==> src/rfdc_pkg.sv <==
// Shared types, constants and helpers for the relay filter with duplicate cache.
package rfdc_pkg;

    // Cache geometry
    localparam int CACHE_DEPTH = 10;
    localparam int PTR_W       = $clog2(CACHE_DEPTH);
    localparam int CNT_W       = $clog2(CACHE_DEPTH + 1);
    localparam int KEY_W       = 32;

    // Field widths
    localparam int ID_W     = 8;
    localparam int SEQ_W    = 16;
    localparam int ACTION_W = 3;

    // Stream payload widths (whole bytes)
    localparam int S_DATA_W = 72;
    localparam int M_DATA_W = 16;

    // Configuration port
    localparam int CFG_IDX_W = 8;
    localparam logic [CFG_IDX_W-1:0] REG_NODE_ID     = CFG_IDX_W'(0);
    localparam logic [CFG_IDX_W-1:0] REG_SYNC_FIRST  = CFG_IDX_W'(1);
    localparam logic [CFG_IDX_W-1:0] REG_SYNC_SECOND = CFG_IDX_W'(2);

    localparam logic [ID_W-1:0] NODE_ID_RESET = ID_W'(3);

    typedef enum logic [ACTION_W-1:0] {
        ACT_BAD       = 3'd0,
        ACT_EXPIRED   = 3'd1,
        ACT_DELIVER   = 3'd2,
        ACT_DUPLICATE = 3'd3,
        ACT_RELAY     = 3'd4,
        ACT_OFF_PATH  = 3'd5
    } action_t;

    typedef enum logic [1:0] {
        ST_IDLE,
        ST_CLASSIFY,
        ST_LOOKUP,
        ST_EMIT
    } top_state_t;

    typedef enum logic {
        C_IDLE,
        C_SCAN
    } cache_state_t;

    // Received header as packed on the input stream, lowest field last here
    typedef struct packed {
        logic [ID_W-1:0]  hop_limit;
        logic [SEQ_W-1:0] sequence_number;
        logic [ID_W-1:0]  packet_type;
        logic [ID_W-1:0]  dest_id;
        logic [ID_W-1:0]  source_id;
        logic [ID_W-1:0]  sync_second;
        logic [ID_W-1:0]  sync_first;
        logic             rx_ok;
    } hdr_t;

    typedef struct packed {
        logic             start;
        logic [KEY_W-1:0] key;
    } cache_req_t;

    typedef struct packed {
        logic done;
        logic hit;
    } cache_resp_t;

    // Add two ring positions modulo the cache depth
    function automatic logic [PTR_W-1:0] ring_add(input logic [PTR_W-1:0] a,
                                                  input logic [PTR_W-1:0] b);
        logic [PTR_W:0] s;
        s = {1'b0, a} + {1'b0, b};
        if (s >= (PTR_W+1)'(CACHE_DEPTH)) begin
            s = s - (PTR_W+1)'(CACHE_DEPTH);
        end
        return s[PTR_W-1:0];
    endfunction

endpackage

==> src/relay_filter_with_dedup_cache_top.sv <==
// Relay filter top level: header classification, cache lookup control and stream ports.
// Flow: accept, a classify state, then for headers needing the duplicate check a cache
//   search (one entry per cycle, ending early on a hit, fill at most CACHE_DEPTH), then
//   the output register. A new header is taken only after the last result is loaded into
//   the output register; a single comparator walks the cache memory for the search.
// Reset (aresetn, synchronous, active low) empties the cache and restores node_id 3 and
//   both sync bytes to 0; no clearing pass is needed.
module relay_filter_with_dedup_cache_top import rfdc_pkg::*; (
    input  logic                 aclk,
    input  logic                 aresetn,
    // Input headers
    input  logic                 s_tvalid,
    output logic                 s_tready,
    // s_tdata: rx_ok[0], sync_first[8:1], sync_second[16:9], source_id[24:17],
    //          dest_id[32:25], packet_type[40:33], sequence_number[56:41],
    //          hop_limit[64:57], zero pad[71:65]
    input  logic [S_DATA_W-1:0]  s_tdata,
    // Results
    output logic                 m_tvalid,
    input  logic                 m_tready,
    // m_tdata: action[2:0], hop_limit_out[10:3], zero pad[15:11]
    output logic [M_DATA_W-1:0]  m_tdata,
    // Configuration writes
    input  logic                 cfg_valid,
    output logic                 cfg_ready,
    input  logic [CFG_IDX_W-1:0] cfg_index,
    input  logic [ID_W-1:0]      cfg_data
);

    top_state_t      state_reg, state_next;
    hdr_t            hdr_reg;
    logic [ID_W-1:0] node_id_reg, sync1_reg, sync2_reg;
    logic            local_reg, local_next;
    logic [ID_W-1:0] hop_dec_reg, hop_dec_next;
    action_t         res_act_reg, res_act_next;
    logic [ID_W-1:0] res_hop_reg, res_hop_next;
    logic            m_tvalid_reg, m_tvalid_next;
    action_t         out_act_reg;
    logic [ID_W-1:0] out_hop_reg;
    logic            load_out;

    cache_req_t  creq;
    cache_resp_t cresp;

    logic [ID_W-1:0] hop_dec;
    logic            bad, down, up;

    assign s_tready  = (state_reg == ST_IDLE);
    assign cfg_ready = 1'b1;
    assign m_tvalid  = m_tvalid_reg;
    assign m_tdata   = {(M_DATA_W - ACTION_W - ID_W)'(0), out_hop_reg, out_act_reg};

    // Configuration registers; unknown indexes are ignored
    always_ff @(posedge aclk) begin
        if (!aresetn) begin
            node_id_reg <= NODE_ID_RESET;
            sync1_reg   <= '0;
            sync2_reg   <= '0;
        end else if (cfg_valid) begin
            unique case (cfg_index)
                REG_NODE_ID:     node_id_reg <= cfg_data;
                REG_SYNC_FIRST:  sync1_reg   <= cfg_data;
                REG_SYNC_SECOND: sync2_reg   <= cfg_data;
                default: ;
            endcase
        end
    end

    // Hold the accepted header
    always_ff @(posedge aclk) begin
        if (s_tvalid && s_tready) begin
            hdr_reg <= hdr_t'(s_tdata[$bits(hdr_t)-1:0]);
        end
    end

    // Classification terms
    assign hop_dec = hdr_reg.hop_limit - 1'b1;
    assign bad     = !hdr_reg.rx_ok || (hdr_reg.sync_first != sync1_reg)
                     || (hdr_reg.sync_second != sync2_reg);
    assign down    = (hdr_reg.source_id < node_id_reg) && (hdr_reg.dest_id > node_id_reg);
    assign up      = (hdr_reg.source_id > node_id_reg) && (hdr_reg.dest_id < node_id_reg);

    rfdc_cache u_cache (
        .aclk    (aclk),
        .aresetn (aresetn),
        .req     (creq),
        .resp    (cresp)
    );

    always_ff @(posedge aclk) begin
        if (!aresetn) begin
            state_reg    <= ST_IDLE;
            m_tvalid_reg <= 1'b0;
        end else begin
            state_reg    <= state_next;
            m_tvalid_reg <= m_tvalid_next;
        end
    end

    always_ff @(posedge aclk) begin
        local_reg   <= local_next;
        hop_dec_reg <= hop_dec_next;
        res_act_reg <= res_act_next;
        res_hop_reg <= res_hop_next;
        if (load_out) begin
            out_act_reg <= res_act_reg;
            out_hop_reg <= res_hop_reg;
        end
    end

    // Decide, look up, then hand the result to the output register
    always_comb begin
        state_next    = state_reg;
        local_next    = local_reg;
        hop_dec_next  = hop_dec_reg;
        res_act_next  = res_act_reg;
        res_hop_next  = res_hop_reg;
        creq.start    = 1'b0;
        creq.key      = {hdr_reg.source_id, hdr_reg.packet_type, hdr_reg.sequence_number};
        load_out      = 1'b0;
        m_tvalid_next = m_tvalid_reg && !m_tready;
        unique case (state_reg)
            ST_IDLE: begin
                if (s_tvalid) begin
                    state_next = ST_CLASSIFY;
                end
            end
            ST_CLASSIFY: begin
                hop_dec_next = hop_dec;
                res_hop_next = '0;
                if (bad) begin
                    res_act_next = ACT_BAD;
                    state_next   = ST_EMIT;
                end else if (hdr_reg.hop_limit == '0) begin
                    res_act_next = ACT_EXPIRED;
                    state_next   = ST_EMIT;
                end else if (hdr_reg.dest_id == node_id_reg) begin
                    local_next = 1'b1;
                    creq.start = 1'b1;
                    state_next = ST_LOOKUP;
                end else if (hop_dec == '0) begin
                    res_act_next = ACT_EXPIRED;
                    state_next   = ST_EMIT;
                end else if (!(down || up)) begin
                    res_act_next = ACT_OFF_PATH;
                    state_next   = ST_EMIT;
                end else begin
                    local_next = 1'b0;
                    creq.start = 1'b1;
                    state_next = ST_LOOKUP;
                end
            end
            ST_LOOKUP: begin
                if (cresp.done) begin
                    res_hop_next = hop_dec_reg;
                    if (cresp.hit) begin
                        res_act_next = ACT_DUPLICATE;
                    end else if (local_reg) begin
                        res_act_next = ACT_DELIVER;
                    end else begin
                        res_act_next = ACT_RELAY;
                    end
                    state_next = ST_EMIT;
                end
            end
            ST_EMIT: begin
                if (!m_tvalid_reg || m_tready) begin
                    load_out      = 1'b1;
                    m_tvalid_next = 1'b1;
                    state_next    = ST_IDLE;
                end
            end
            default: state_next = ST_IDLE;
        endcase
    end

    // A result is only loaded in the emit state and never over an untaken one
    a_load_safe: assert property (@(posedge aclk) disable iff (!aresetn)
        load_out |-> ((state_reg == ST_EMIT) && (!m_tvalid_reg || m_tready)))
        else $error("result register overwritten");

    // Cache responses arrive only while a lookup is pending
    a_resp_in_lookup: assert property (@(posedge aclk) disable iff (!aresetn)
        cresp.done |-> (state_reg == ST_LOOKUP))
        else $error("unexpected cache response");

    // Actions that skip the cache always carry a zero hop count
    a_hop_zero: assert property (@(posedge aclk) disable iff (!aresetn)
        (m_tvalid_reg && (out_act_reg == ACT_BAD || out_act_reg == ACT_EXPIRED
                          || out_act_reg == ACT_OFF_PATH)) |-> (out_hop_reg == '0))
        else $error("nonzero hop count on dropped header");

endmodule

==> src/rfdc_cache.sv <==
// Duplicate-key cache: ring memory searched one entry per cycle by a shared comparator.
module rfdc_cache import rfdc_pkg::*; (
    input  logic        aclk,
    input  logic        aresetn,
    input  cache_req_t  req,
    output cache_resp_t resp
);

    localparam logic [CNT_W-1:0] FILL_MAX  = CNT_W'(CACHE_DEPTH);
    localparam logic [PTR_W-1:0] HEAD_LAST = PTR_W'(CACHE_DEPTH - 1);

    logic [KEY_W-1:0] mem_q [CACHE_DEPTH];
    logic [KEY_W-1:0] rd_data_reg;
    logic [KEY_W-1:0] key_reg;

    cache_state_t     state_reg, state_next;
    logic [CNT_W-1:0] idx_reg, idx_next;
    logic [CNT_W-1:0] fill_reg, fill_next;
    logic [PTR_W-1:0] head_reg, head_next;
    logic             pend_reg, pend_next;

    logic             wr_en;
    logic [PTR_W-1:0] wr_addr;
    logic [PTR_W-1:0] rd_addr;
    logic             match;

    // Shared comparator: the one entry read last cycle against the key
    assign match   = pend_reg && (rd_data_reg == key_reg);
    assign rd_addr = ring_add(head_reg, idx_reg[PTR_W-1:0]);

    // Memory: one write port, one registered read port
    always_ff @(posedge aclk) begin
        if (wr_en) begin
            mem_q[wr_addr] <= key_reg;
        end
        rd_data_reg <= mem_q[rd_addr];
    end

    // Latch the key of a new search
    always_ff @(posedge aclk) begin
        if (req.start && state_reg == C_IDLE) begin
            key_reg <= req.key;
        end
    end

    always_ff @(posedge aclk) begin
        if (!aresetn) begin
            state_reg <= C_IDLE;
            idx_reg   <= '0;
            fill_reg  <= '0;
            head_reg  <= '0;
            pend_reg  <= 1'b0;
        end else begin
            state_reg <= state_next;
            idx_reg   <= idx_next;
            fill_reg  <= fill_next;
            head_reg  <= head_next;
            pend_reg  <= pend_next;
        end
    end

    // Sequence the search, then insert on a miss
    always_comb begin
        state_next = state_reg;
        idx_next   = idx_reg;
        fill_next  = fill_reg;
        head_next  = head_reg;
        pend_next  = 1'b0;
        wr_en      = 1'b0;
        wr_addr    = head_reg;
        resp.done  = 1'b0;
        resp.hit   = 1'b0;
        unique case (state_reg)
            C_IDLE: begin
                if (req.start) begin
                    idx_next   = '0;
                    state_next = C_SCAN;
                end
            end
            C_SCAN: begin
                if (match) begin
                    resp.done  = 1'b1;
                    resp.hit   = 1'b1;
                    state_next = C_IDLE;
                end else if (idx_reg < fill_reg) begin
                    idx_next  = idx_reg + 1'b1;
                    pend_next = 1'b1;
                end else begin
                    // Miss: append, or overwrite the oldest once full
                    wr_en      = 1'b1;
                    resp.done  = 1'b1;
                    state_next = C_IDLE;
                    if (fill_reg < FILL_MAX) begin
                        wr_addr   = ring_add(head_reg, fill_reg[PTR_W-1:0]);
                        fill_next = fill_reg + 1'b1;
                    end else begin
                        wr_addr   = head_reg;
                        head_next = (head_reg == HEAD_LAST) ? '0 : head_reg + 1'b1;
                    end
                end
            end
            default: state_next = C_IDLE;
        endcase
    end

    // Fill count never passes the depth
    a_fill_bound: assert property (@(posedge aclk) disable iff (!aresetn)
        fill_reg <= FILL_MAX)
        else $error("cache fill count beyond depth");

    // Fill grows by one at most, and only on a completed miss
    a_fill_step: assert property (@(posedge aclk) disable iff (!aresetn)
        (fill_reg != $past(fill_reg)) |-> (fill_reg == $past(fill_reg) + 1'b1))
        else $error("cache fill count jumped");

    // Oldest entry only rotates out while the cache is full
    a_head_full: assert property (@(posedge aclk) disable iff (!aresetn)
        (head_reg != $past(head_reg)) |-> ($past(fill_reg) == FILL_MAX))
        else $error("head moved before cache filled");

    // A search is only started while the cache sequencer is idle
    a_start_idle: assert property (@(posedge aclk) disable iff (!aresetn)
        req.start |-> (state_reg == C_IDLE))
        else $error("search started while busy");

endmodule
==> config.mk <==
export PLATFORM = sky130hd
export DESIGN_NAME = relay_filter_with_dedup_cache_top
export DESIGN_NICKNAME = d
export VERILOG_FILES = /design/src/rfdc_pkg.sv /design/src/relay_filter_with_dedup_cache_top.sv /design/src/rfdc_cache.sv
export SDC_FILE = /design/constraint.sdc
export NUM_CORES = 1
export LEC_CHECK = 0
export ABC_AREA = 1
export BUFFER_PORTS_ARGS = -buffer_cell sky130_fd_sc_hd__buf_2
export CORE_MARGIN = 1.5
export CORE_UTILIZATION = 40
export DETAILED_ROUTE_END_ITERATION = 8
export GPL_ROUTABILITY_DRIVEN = 0
export HOLD_SLACK_MARGIN = 0.05
export PLACE_DENSITY = 0.61
export SLEW_MARGIN = 20
export SYNTH_ARGS = -nofsm -noshare
export SYNTH_HDL_FRONTEND = slang
export SYNTH_SLANG_ARGS = --single-unit
==> constraint.sdc <==
create_clock -name aclk -period 4.1 [get_ports aclk]
set_input_delay 0.205 -clock aclk [delete_from_list [all_inputs] [get_ports aclk]]
set_output_delay 0.205 -clock aclk [all_outputs]
set_load 0.005 [all_outputs]
==> key figures, run 1 <==
Status
  – Run status: complete, no violations

Global route
  – Vias in the first global route: 12,900
  – Initial antenna violation count: 0
  – Total congestion overflow: 0
  – Pin count of the biggest net entering global routing: 118
  – Global-route wire length before repair: 70,020 µm
  – Total GRT Usage: 16.85%

STA
  – Hold WS: 0.1448 ns
  – Setup TNS: 0 ns
  – Final WS setup: 0.4384 ns
  – Max Fclk: 273.1 MHz
  – Clk_skew: 0.02328 ns
  – Final period util: 89.31%
  – RSZ-0062 raised after global routing: false
  – Min cycle time layout: 3.662 ns
  – Hold violation count in the final report: 0
  – Setup violators final: 0
  – Max Slew Vio Count: 0
  – Slew headroom: 33.98%
  – Slew @ Worst Pin: 0.9903 ns

Place
  – I/O Buffers: 98
  – Setup WS pre-CTS: 0.3699 ns
  – Post-DP HPWL: 24,550 µm

Synthesis
  – Post-synth EDFFs: 448
  – Synth area leader: edfxtp_1
  – Post-synth ARST share: 0%
  – Top-area cell type share of the netlist area: 63.18%
  – Top-count cell post-synth: edfxtp_1
  – Syn Inst Count: 1,663
  – Avg Inst Size Synth: 12.80 µm²
  – Synthesized area: 0.02129 mm²
  – Most common library cells after synthesis: edfxtp_1 (448), nand2_1 (354), mux2i_1 (161)
  – Yosys reg bits: 521
  – Synth warnings: 0
  – Area contributors post-synth: edfxtp_1 (63%), mux2i_1 (7.6%), dfxtp_1 (6.9%)
  – Ys flop type: edfxtp_1
  – Distinct cells, synth: 47
  – Sequential share of the synthesized area: 70.04%

Clock tree
  – Setup bufs post-CTS: 0
  – Skew-Pair Late Insertion Delay: 0.59 ns
  – CTS Buf Count: 53
  – CTS clk-pin slew, worst paths: 0.06 ns
  – TritonCTS clock tree: yes
  – Clock root cell: clkbuf_16
  – Clock Sinks: 521
  – Max Root-Sink Buffers: 3
  – H-tree depth: 2

Floorplanning
  – Starting Density: 40.52%
  – Die Y: 233.7 µm
  – Die W: 233.7 µm
  – Core area: 0.05255 mm²
  – Die ar.: 0.05463 mm²
  – IO Pins: 112
  – Row cnt: 84

Route
  – Drt total wl: 45,020 µm
  – WL per Instance: 17.36 µm
  – DRT Pass-1 Iters: 5
  – Post-DRT Antenna Nets: 0
  – First DRT Iteration DRCs: 729
  – Routed vias/inst: 4.874
  – DR vias: 12,640
  – # DRC: 0

Finish
  – N_diodes: 0
  – Post-layout util: 48.20%
  – Share of cells above drive strength 1: 12.28%
  – Layout area overhead: 18.96%
  – Final #Nets: 1,997
  – Max reg flops: 320
  – Fillers: 4,652

Setup path
  – Critical Path Sink Type: flip-flop
  – Worst R2R Path Depth: 14
  – FF-to-FF setup slack: 0.44 ns
  – Critical path class: reg -> reg
  – Beginning of the critical path: u_cache.key_reg[13]$_DFFE_PP_
  – Worst Path Max Fanout: 23
  – Crit path DAT: 3.93 ns
  – Reg2reg start: u_cache.key_reg[13]$_DFFE_PP_
  – RR Endpoint: u_cache.mem_q[8][20]$_DFFE_PP_
  – Critical Path RT: 4.37 ns
  – Worst setup SP type: flip-flop
  – Worst setup endpoint: u_cache.mem_q[8][20]$_DFFE_PP_

Flow run
  – Maxcap violations: 0

Hold path
  – Hold WC Path Type: in -> reg

Pwr
  – Lkg Pwr: 0.009217 µW
  – Seq pwr share: 53.1%
  – Power per cell area: 454.5 mW/mm²
  – Clk network pwr share: 41.4%
  – Worst VDD drop: 0.0003896 V
  – Switching pwr: 2478 µW
  – Sw Share: 21.52%
  – Tot Pwr: 11,510 µW
  – Comb pwr share: 5.5%
  – Cell internal pwr: 9036 µW
[how the worst min path moves through the flow]
stage	cells past startpoint	to	slack [ns]	startpoint
4_1_cts	6	state_reg[0]$_SDFFE_PN0P_	0.11	s_tvalid
5_1_grt	5	state_reg[0]$_SDFFE_PN0P_	0.17	s_tvalid
3_3_place_gp	1	hdr_reg[0]$_DFFE_PP_	0.38	s_tdata[0]
2_1_floorplan	0	creq[0]$_DFFE_PP_	0.30	s_tdata[41]
6_report	6	state_reg[0]$_SDFFE_PN0P_	0.14	s_tvalid
3_5_place_dp	1	hdr_reg[15]$_DFFE_PP_	0.38	s_tdata[15]
[cell type report]
cell class	instances	area, µm²	share of cell area [%]
Clock buffer	69	1479	5.838
Clock inverter	27	240.2	0.9483
Inverter	151	566.8	2.237
Multi-Input combinational cell	938	5647	22.29
Sequential cell	521	14910	58.88
Tap cell	688	860.8	3.398
Timing Repair Buffer	199	1624	6.411
[cells in the final DEF, fill, tap and decap left out, types with 37 or more instances in the layout]
cell type | synthesis | layout
dfxtp_1 | 73 | 73
nand2_1 | 354 | 354
nand3_1 | 103 | 103
buf_2 | 11 | 98
dlygate4sd3_1 | 0 | 75
ha_1 | 38 | 37
inv_1 | 150 | 149
mux2i_1 | 161 | 161
edfxtp_1 | 448 | 448
nor2_1 | 83 | 72
clkbuf_16 | 0 | 55
[critical path: stages, from the launching register on]
cell	delay [ns]
edfxtp_1	0.58
inv_1	0.07
nand2_1	0.09
nand2_1	0.06
nor2_1	0.08
nand2_1	0.07
nor2_1	0.26
nand2_1	0.14
nor2_1	0.17
nand2_1	0.18
nand3_1	0.34
o21ai_0	0.19
or2_2	0.38
nor2_4	0.42
buf_12	0.28
[cells by family (layout without fill, tap and decap cells)]
group,count (synthesis),after routing,synth area share (%)
buffers and inverters,208,446,4.048
XOR/XNOR,22,22,1.152
multiplexers,161,161,7.568
AND/OR/NAND/NOR,583,583,11.42
AO/OA/AOI/OAI,126,126,3.314
flip-flops,521,521,70.04
other,2,6,0.03527
adder cells (fa/ha/maj),40,40,2.421
[power by group through the flow]
stage	Clock [µW]	Combinational (µW)	Sequential, µW
floorplan	0	376	6190
global placement	0	569	6220
detailed placement	0	591	6230
CTS	4860	646	6120
global route	5080	732	6140
finish	4760	634	6120
[per-layer routing]
layer / vias up / part of all wire [%] / GRT usage, % / routed length, µm
met5: - / 0 / 0 / 0
met2: 259 / 50 / 29.54 / 22440
li1: 6207 / - / - / -
met3: 75 / 4.0 / 3.016 / 1787
met1: 6097 / 44 / 21.27 / 19770
met4: 0 / 2.3 / 4.908 / 1019
[through the flow]
stage | instances | area [µm²]
6_report | 2593 | 25330
5_1_grt | 2593 | 25330
4_1_cts | 2593 | 25330
3_5_place_dp | 2422 | 22860
3_3_place_gp | 2422 | 22860
2_1_floorplan | 1667 | 21310
[repair_timing]
| action | in CTS | in global routing |
|---|---|---|
| hold endpoints to repair | 98 | 0 |
| setup endpoints to repair | 0 | 0 |
| hold buffers | 75 | 0 |
| resized for setup | 0 | 0 |
Power figures use the tool's default switching activity.
==> run 2, diff against run 1 <==
--- a/config.mk
+++ b/config.mk
@@ -13,7 +13,7 @@
 export GPL_ROUTABILITY_DRIVEN = 0
 export HOLD_SLACK_MARGIN = 0.05
 export PLACE_DENSITY = 0.61
-export SLEW_MARGIN = 20
+export REMOVE_ABC_BUFFERS = 1
 export SYNTH_ARGS = -nofsm -noshare
 export SYNTH_HDL_FRONTEND = slang
 export SYNTH_SLANG_ARGS = --single-unit
==> key figures, run 2 (synthesis results as in run 1) <==
Setup path
  – Slowest-stage cell, CP: edfxtp_1 (unchanged)
  – Critical Path Sink Type: flip-flop (unchanged)
  – Worst setup SP type: flip-flop (unchanged)
  – Crit path DAT: 3.89 ns (was 3.93 ns)
  – Max stage delay on crit path: 0.57 ns (was 0.58 ns)
  – Worst path most repeated cell: nand2_1 (unchanged)
  – Bufs and invs on worst path: 2 (unchanged)
  – Critical path class: reg -> reg (unchanged)
  – Worst R2R Path Depth: 15 (was 14)
  – FF-to-FF setup slack: 0.51 ns (was 0.44 ns)
  – Worst Path Max Fanout: 15 (was 23)
  – RR Endpoint: u_cache.mem_q[3][15]$_DFFE_PP_ (was u_cache.mem_q[8][20]$_DFFE_PP_)
  – Critical path's top delay family: simple AND/OR/NAND/NOR gates (unchanged)
  – Worst-path cell chain: inv_1 > nand2_1 > nand2_1 > nor2_1 > nand2_1 > nor2_1 > nand2_1 > nor2_1 > nand2_1 > nand3_1 > nand2_1 > o21ai_0 > nand3_1 > nor2_4 > buf_12 (was inv_1 > nand2_1 > nand2_1 > nor2_1 > nand2_1 > nor2_1 > nand2_1 > nor2_1 > nand2_1 > nand3_1 > o21ai_0 > or2_2 > nor2_4 > buf_12)
  – Critical Path RT: 4.40 ns (was 4.37 ns)
  – Beginning of the critical path: u_cache.key_reg[13]$_DFFE_PP_ (unchanged)
  – Reg2reg start: u_cache.key_reg[13]$_DFFE_PP_ (unchanged)

Finish
  – Final #Nets: 2,010 (was 1,997)
  – N_diodes: 0 (unchanged)
  – Max reg flops: 320 (unchanged)
  – Non-Filler Instances: 2,610 (was 2,593)
  – Share of cells above drive strength 1: 13.16% (was 12.28%)
  – Layout area overhead: 19.83% (was 18.96%)
  – Commonest non-fill, non-tap cell in the layout: edfxtp_1 (unchanged)
  – Commonest non-fill, non-tap cells in the layout: edfxtp_1 (448), nand2_1 (354), mux2i_1 (161), inv_1 (149), nand3_1 (103) (unchanged)

Pwr
  – Tot Pwr: 11,670 µW (was 11,510 µW)
  – Lkg Pwr: 0.009329 µW (was 0.009217 µW)
  – Power per cell area: 457.2 mW/mm² (was 454.5 mW/mm²)
  – Worst VDD drop: 0.0003668 V (was 0.0003896 V)

Clock tree
  – Skew-Pair Late Insertion Delay: 0.60 ns (was 0.59 ns)
  – Hold buffers post-CTS: 76 (was 75)
  – TritonCTS clock tree: yes (unchanged)
  – Clock root cell: clkbuf_16 (unchanged)
  – Clock Sinks: 521 (unchanged)
  – CTS clk-pin slew, worst paths: 0.06 ns (about the same)
  – H-tree depth: 2 (unchanged)
  – Setup bufs post-CTS: 0 (unchanged)
  – CTS Buf Count: 54 (was 53)
  – Post-cts sizing count: 0 (unchanged)
  – Max Root-Sink Buffers: 3 (unchanged)

Floorplanning
  – Die Y: 233.7 µm (unchanged)
  – Die W: 233.7 µm (unchanged)
  – Die ar.: 0.05463 mm² (unchanged)
  – Row cnt: 84 (unchanged)
  – Starting Density: 40.52% (unchanged)
  – Core area: 0.05255 mm² (unchanged)
  – IO Pins: 112 (unchanged)

Place
  – Setup WS pre-CTS: 0.4708 ns (was 0.3699 ns)
  – Post-DP HPWL: 26,100 µm (was 24,550 µm)
  – Placed cells: 2,433 (was 2,422)
  – I/O Buffers: 98 (unchanged)

STA
  – Hold violation count in the final report: 0 (unchanged)
  – Slew @ Worst Pin: 1.133 ns (was 0.9903 ns)
  – Final WS setup: 0.5107 ns (was 0.4384 ns)
  – Setup violators final: 0 (unchanged)
  – Final period util: 87.54% (was 89.31%)
  – Slew headroom: 24.49% (was 33.98%)
  – RSZ-0062 raised after global routing: false (unchanged)
  – Max Slew Vio Count: 0 (unchanged)
  – Clk_skew: 0.01576 ns (was 0.02328 ns)
  – Min cycle time layout: 3.589 ns (was 3.662 ns)
  – Max Fclk: 278.6 MHz (was 273.1 MHz)

Global route
  – Total GRT Usage: 16.71% (was 16.85%)
  – Met2 usage: 29.17% (was 29.54%)
  – Total congestion overflow: 0 (unchanged)
  – Met3 Usage GRT: 3.101% (was 3.016%)
  – Most used routing layer: met2 (unchanged)
  – Vias in the first global route: 12,810 (was 12,900)
  – Global-route wire length before repair: 69,720 µm (was 70,020 µm)
  – Initial antenna violation count: 0 (unchanged)
  – Pin count of the biggest net entering global routing: 90 (was 118)
  – Met1 usage: 21.35% (was 21.27%)

Route
  – DR vias: 12,700 (was 12,640)
  – First DRT Iteration DRCs: 745 (was 729)
  – Post-DRT Antenna Nets: 0 (unchanged)
  – DRT Pass-1 Iters: 5 (unchanged)
  – # DRC: 0 (unchanged)
  – Drt total wl: 44,870 µm (was 45,020 µm)
  – WL per Instance: 17.19 µm (was 17.36 µm)
  – Routed vias/inst: 4.867 (was 4.874)

Hold path
  – Worst hold path endpoint: state_reg[0]$_SDFFE_PN0P_ (unchanged)
  – Hold Startpoint: s_tvalid (unchanged)
  – Hold depth: 6 (unchanged)
  – Hold WC Path Type: in -> reg (unchanged)

Status
  – Run status: complete, no violations (unchanged)

Flow run
  – Maxcap violations: 0 (unchanged)
==> run 2: cell count changes in the layout (fill, tap and decap cells not counted), sizes merged <==
cell,before,now
buf,124,135
clkbuf,69,75
bufinv,4,5
clkinv,19,18
dlygate4sd3,75,76
inv,152,151
==> run 2: cell type report <==
cell class | count | area (µm²)
well taps | 688 | 860.8
clock inverters | 26 | 279.0
clock buffers | 75 | 1531
fillers | 4603 | 27030
inverters | 151 | 568.0
repair buffers | 211 | 1717
flip-flops and latches | 521 | 14910
multi-input cells | 938 | 5647
==> run 2: tightest hold or removal path: cells and delay by family <==
family          cells  cell delay (ns)
compound gates      2             0.13
buf+inv             2             0.20
simple gates        2             0.14
==> run 2: stage by stage <==
step / cell area (µm²) / setup TNS (ns) / util (%) / hold slack [ns]
final: 25520 / 0 / 48.56 / 0.1237
after global routing: 25520 / 0 / 48.56 / 0.1702
after global placement: 22950 / 0 / 43.66 / 0.3818
after floorplan: 21010 / -110.75 / - / 0.3036
after CTS: 25520 / 0 / 48.56 / 0.08229
after detailed placement: 22950 / 0 / 43.66 / 0.3831
==> run 2: routing by layer <==
layer  vias to the layer above  wire (µm)
li1                       6239          -
met1                      6147      19780
met4                         0        920
met5                         -          0
met2                       259      22310
met3                        58       1864
==> run 2: how the worst max path moves through the flow <==
stage / to / slack (ns) / cells past startpoint
2_1_floorplan: u_cache.rd_data_reg[0]$_DFF_P_ / -3.46 / 7
5_1_grt: u_cache.mem_q[3][13]$_DFFE_PP_ / 0.11 / 15
6_report: u_cache.mem_q[3][15]$_DFFE_PP_ / 0.51 / 15
4_1_cts: u_cache.mem_q[3][1]$_DFFE_PP_ / 0.46 / 15
3_5_place_dp: u_cache.mem_q[3][2]$_DFFE_PP_ / 0.47 / 14
3_3_place_gp: u_cache.mem_q[3][7]$_DFFE_PP_ / 0.57 / 15
==> run 2: report_power, final <==
part | internal (µW) | switching, µW | total, µW
Combinational | 220 | 407 | 627
Clock | 2930 | 2000 | 4930
Sequential | 6030 | 84.1 | 6110
